## src/hw/rtl/sawtc_ram.sv

```systemverilog
// ----------------------------------------------------------------------------
// sawtc_ram
// Generic simple dual-port RAM: one masked write port, one registered read.
// ----------------------------------------------------------------------------
module sawtc_ram #(
  parameter int WIDTH = 8,
  parameter int DEPTH = 2
) (
  input  logic                     clk_i,
  input  logic                     we_i,
  input  logic [$clog2(DEPTH)-1:0] waddr_i,
  input  logic [WIDTH-1:0]         wdata_i,
  input  logic [WIDTH-1:0]         wmask_i,
  input  logic                     re_i,
  input  logic [$clog2(DEPTH)-1:0] raddr_i,
  output logic [WIDTH-1:0]         rdata_o
);

  logic [WIDTH-1:0] mem_q [DEPTH];

  always_ff @(posedge clk_i) begin
    if (we_i) begin
      mem_q[waddr_i] <= (mem_q[waddr_i] & ~wmask_i) | (wdata_i & wmask_i);
    end
    if (re_i) begin
      rdata_o <= mem_q[raddr_i];
    end
  end

endmodule

```

## config.mk

```make
export PLATFORM = sky130hd
export DESIGN_NAME = sawtc_ram
export DESIGN_NICKNAME = d
export VERILOG_FILES = /design/src/hw/rtl/sawtc_ram.sv
export SDC_FILE = /design/constraint.sdc
export NUM_CORES = 1
export LEC_CHECK = 0
export ABC_AREA = 1
export BUFFER_PORTS_ARGS = -buffer_cell sky130_fd_sc_hd__clkbuf_2
export CAP_MARGIN = 30
export CORE_MARGIN = 4
export CORE_UTILIZATION = 50
export DETAILED_ROUTE_END_ITERATION = 10
export GPL_TIMING_DRIVEN = 0
export PLACE_DENSITY = 0.77
export SLEW_MARGIN = 20
export SYNTH_ARGS = -nofsm -noshare
export SYNTH_HDL_FRONTEND = slang
export SYNTH_SLANG_ARGS = --single-unit
```

## constraint.sdc

```tcl
create_clock -name clk_i -period 1.6 [get_ports clk_i]
set_clock_uncertainty 0.1 [all_clocks]
set_input_delay 0.32 -clock clk_i [delete_from_list [all_inputs] [get_ports clk_i]]
set_output_delay 0.32 -clock clk_i [all_outputs]
set_load 0.02 [all_outputs]
```

==> results.toml <==
[outcome]
status = "complete, no violations"

[floorplan]
die_y_um = 54.4
core_um2 = 2000
start_util = 0.539
row_count = 16
die_area_um2 = 2960
die_w_um = 54.4
io_pins = 29

[worst_hold_path]
hold_path_depth = 3
hp-start = "wdata_i[5]"
hold_path_class = "input pin to flop"
holdPathEnd = "mem_q[0][5]"

[global_routing]
grtUsageTotal = 0.133
grt_pass1_vias = 673
grt_pass1_wl_um = 2720
antenna_found_initial = 0
grt_max_degree = 14
overflow = 0

[sta]
worstMarginPinSlew_ps = 694
min_period_over_period = 0.796
final-setup-viol-count = 0
relSlewSlack = 0.536
drv_slew = 0
timing.final.ws_setup_ps = 327
rsz0062_at_grt = "no"
fmax_mhz = 786
final_hold_viol_count = 0
period_minus_slack_ps = 1270

[drt]
vias_per_cell = 4.41
wl_per_cell_um = 10.0
drt-total-wl_um = 1710
drt_iter0_drc = 8
vias = 750
drt-pass1-iter-count = 4
drc = 0
detail-route-antenna-nets = 0

[clocking]
clkSlewWorstSetupHoldPaths_ps = 130
cts_hold_buf = 0
post_cts_resized = 0
clock-sinks = 24
cts_setup_buffers = 0
h-tree-depth = 1
clock_latency_ps = 300
cts-buffers-inserted = 3
cts_max_path_buffers = 2
cts-root-buf = "clkbuf_4"
cts_tree = "done"

[critical_path]
cp_top_family = "simple AND/OR/NAND/NOR gates"
path_max_fanout = 10
critPathMaxStageDelay_ps = 550
rr_startpoint = "mem_q[0][7]"
reg2reg_setup_slack_ps = 580
path_cells = "clkbuf_2 > buf_4 > nor2_1"
r2r_cells = 4
cp-start-kind = "input pin"
crit_path_end_kind = "flop"
worstPathArrival_ps = 1120
worstPathRequired_ps = 1450
reg2reg_to = "mem_q[1][7]"
cpMaxStageDelayCell = "nor2_1"
timing.critical_path.buf_inv = 2
critPathKind = "input pin to flop"

[yosys]
synth_top_cells_by_area = "edfxtp_1, nand2_1, inv_1, nand3_1, o21ai_0"
syn_nets = 132
synth_area_um2 = 1080
yosysSeqAreaShare = 0.668
avgSynthCellArea_um2 = 9.72
ys_ff_latch = 24
postSynthCellCount = 111
yosysWarnings = 0
yosys-top-cells-count = "nand2_1, inv_1, edfxtp_1, nand3_1, o21ai_0"
async_flop_share = 0
synth.top_cell.area_share = 0.668
synth_cell_types = 8
synth_flop_cell = "edfxtp_1"
yosysTopAreaCell = "edfxtp_1"
yosysMostFrequentCell = "nand2_1"
synth-edff-count = 24

[place]
hpwlAfterDp_um = 1320
pre_cts_ws_ps = -40.8
dpl_cell_area_um2 = 1250
io_buffers = 28
gp_congestion = 0.752

[power_and_ir_drop]
p_per_area_nw_per_um2 = 899
totalPowerFinal_w = 0.00115
leakage_nw = 0.654
ir_drop_uv = 591

[cells_and_area]
fin_area_um2 = 1280
fin_nets = 165
num_antenna_cells = 0
nFillCells = 174
layout-drive-gt1-share = 0.231
area_growth_pct = 18.6
fin_util = 0.639

[run]
cap_violations = 0
## through the flow
stage | cells | setup TNS [ps] | hold WS [ps]
floorplan | 111 | 0 | 332
global placement | 166 | -265 | 436
detailed placement | 166 | -325 | 443
CTS | 170 | 0 | 191
global route | 170 | 0 | 193
finish | 170 | 0 | 194
## kinds of logic after synthesis
| kind of cell | after synthesis | share of synthesized area |
|---|---|---|
| DFF | 24 | 0.668 |
| buffers and inverters | 29 | 0.111 |
| and+or+nand+nor | 50 | 0.183 |
| AOI/OAI and AO/OA | 8 | 0.0371 |
## placed cells by master (no fill, tap or decap), drive strengths merged
cell,Yosys,layout
o21ai,8,8
edfxtp,24,24
clkinv,0,1
inv,27,27
clkbuf,0,31
buf,2,2
nand3,8,8
nand2,41,41
nor2,1,1
## flip-flops by register name (all words and copies together) (netlist names)
name / flops
rdata_o: 8
mem_q: 16
## power by group
part | internal (W) | total [W] | leakage (nW) | switching [W]
clock network | 0.0000909 | 0.000261 | 0.0154 | 0.000170
registers | 0.000738 | 0.000748 | 0.230 | 0.0000101
logic | 0.0000533 | 0.000141 | 0.408 | 0.0000873
total | 0.000882 | 0.00115 | 0.654 | 0.000267
## layout make-up
| cell class | instances | area [um^2] | area share |
|---|---|---|---|
| Timing Repair Buffer | 28 | 140 | 0.110 |
| Clock buffer | 3 | 22.5 | 0.0176 |
| Sequential cell | 24 | 721 | 0.564 |
| Tap cell | 27 | 33.8 | 0.0264 |
| Clock inverter | 1 | 3.75 | 0.00294 |
| Inverter | 27 | 101 | 0.0793 |
| Buffer | 2 | 18.8 | 0.0147 |
| Multi-Input combinational cell | 58 | 238 | 0.186 |
## routing by layer
layer | track usage | vias up | share of wire | routed length [um]
met5 | 0 | - | 0 | 0
met4 | 0.0622 | 0 | 0.0047 | 8
met3 | 0.0245 | 2 | 0.053 | 91
met2 | 0.219 | 17 | 0.50 | 849
met1 | 0.170 | 320 | 0.44 | 760
li1 | - | 411 | - | -
## worst min-delay path, cell delays in order
cell      delay [ps]
clkbuf_2          80
nand2_1           40
nand2_1           70
## worst max-delay path by stage
| stage | cells past startpoint | to | from | slack (ps) |
|---|---|---|---|---|
| final | 3 | mem_q[0][4] | waddr_i | 330 |
| after global routing | 3 | mem_q[0][3] | waddr_i | 270 |
| after CTS | 3 | mem_q[0][0] | waddr_i | 300 |
| after detailed placement | 3 | mem_q[0][6] | waddr_i | -40 |
| after global placement | 3 | mem_q[0][6] | waddr_i | -30 |
| after floorplan | 2 | mem_q[0][0] | waddr_i | 280 |
Power figures use the tool's default switching activity.
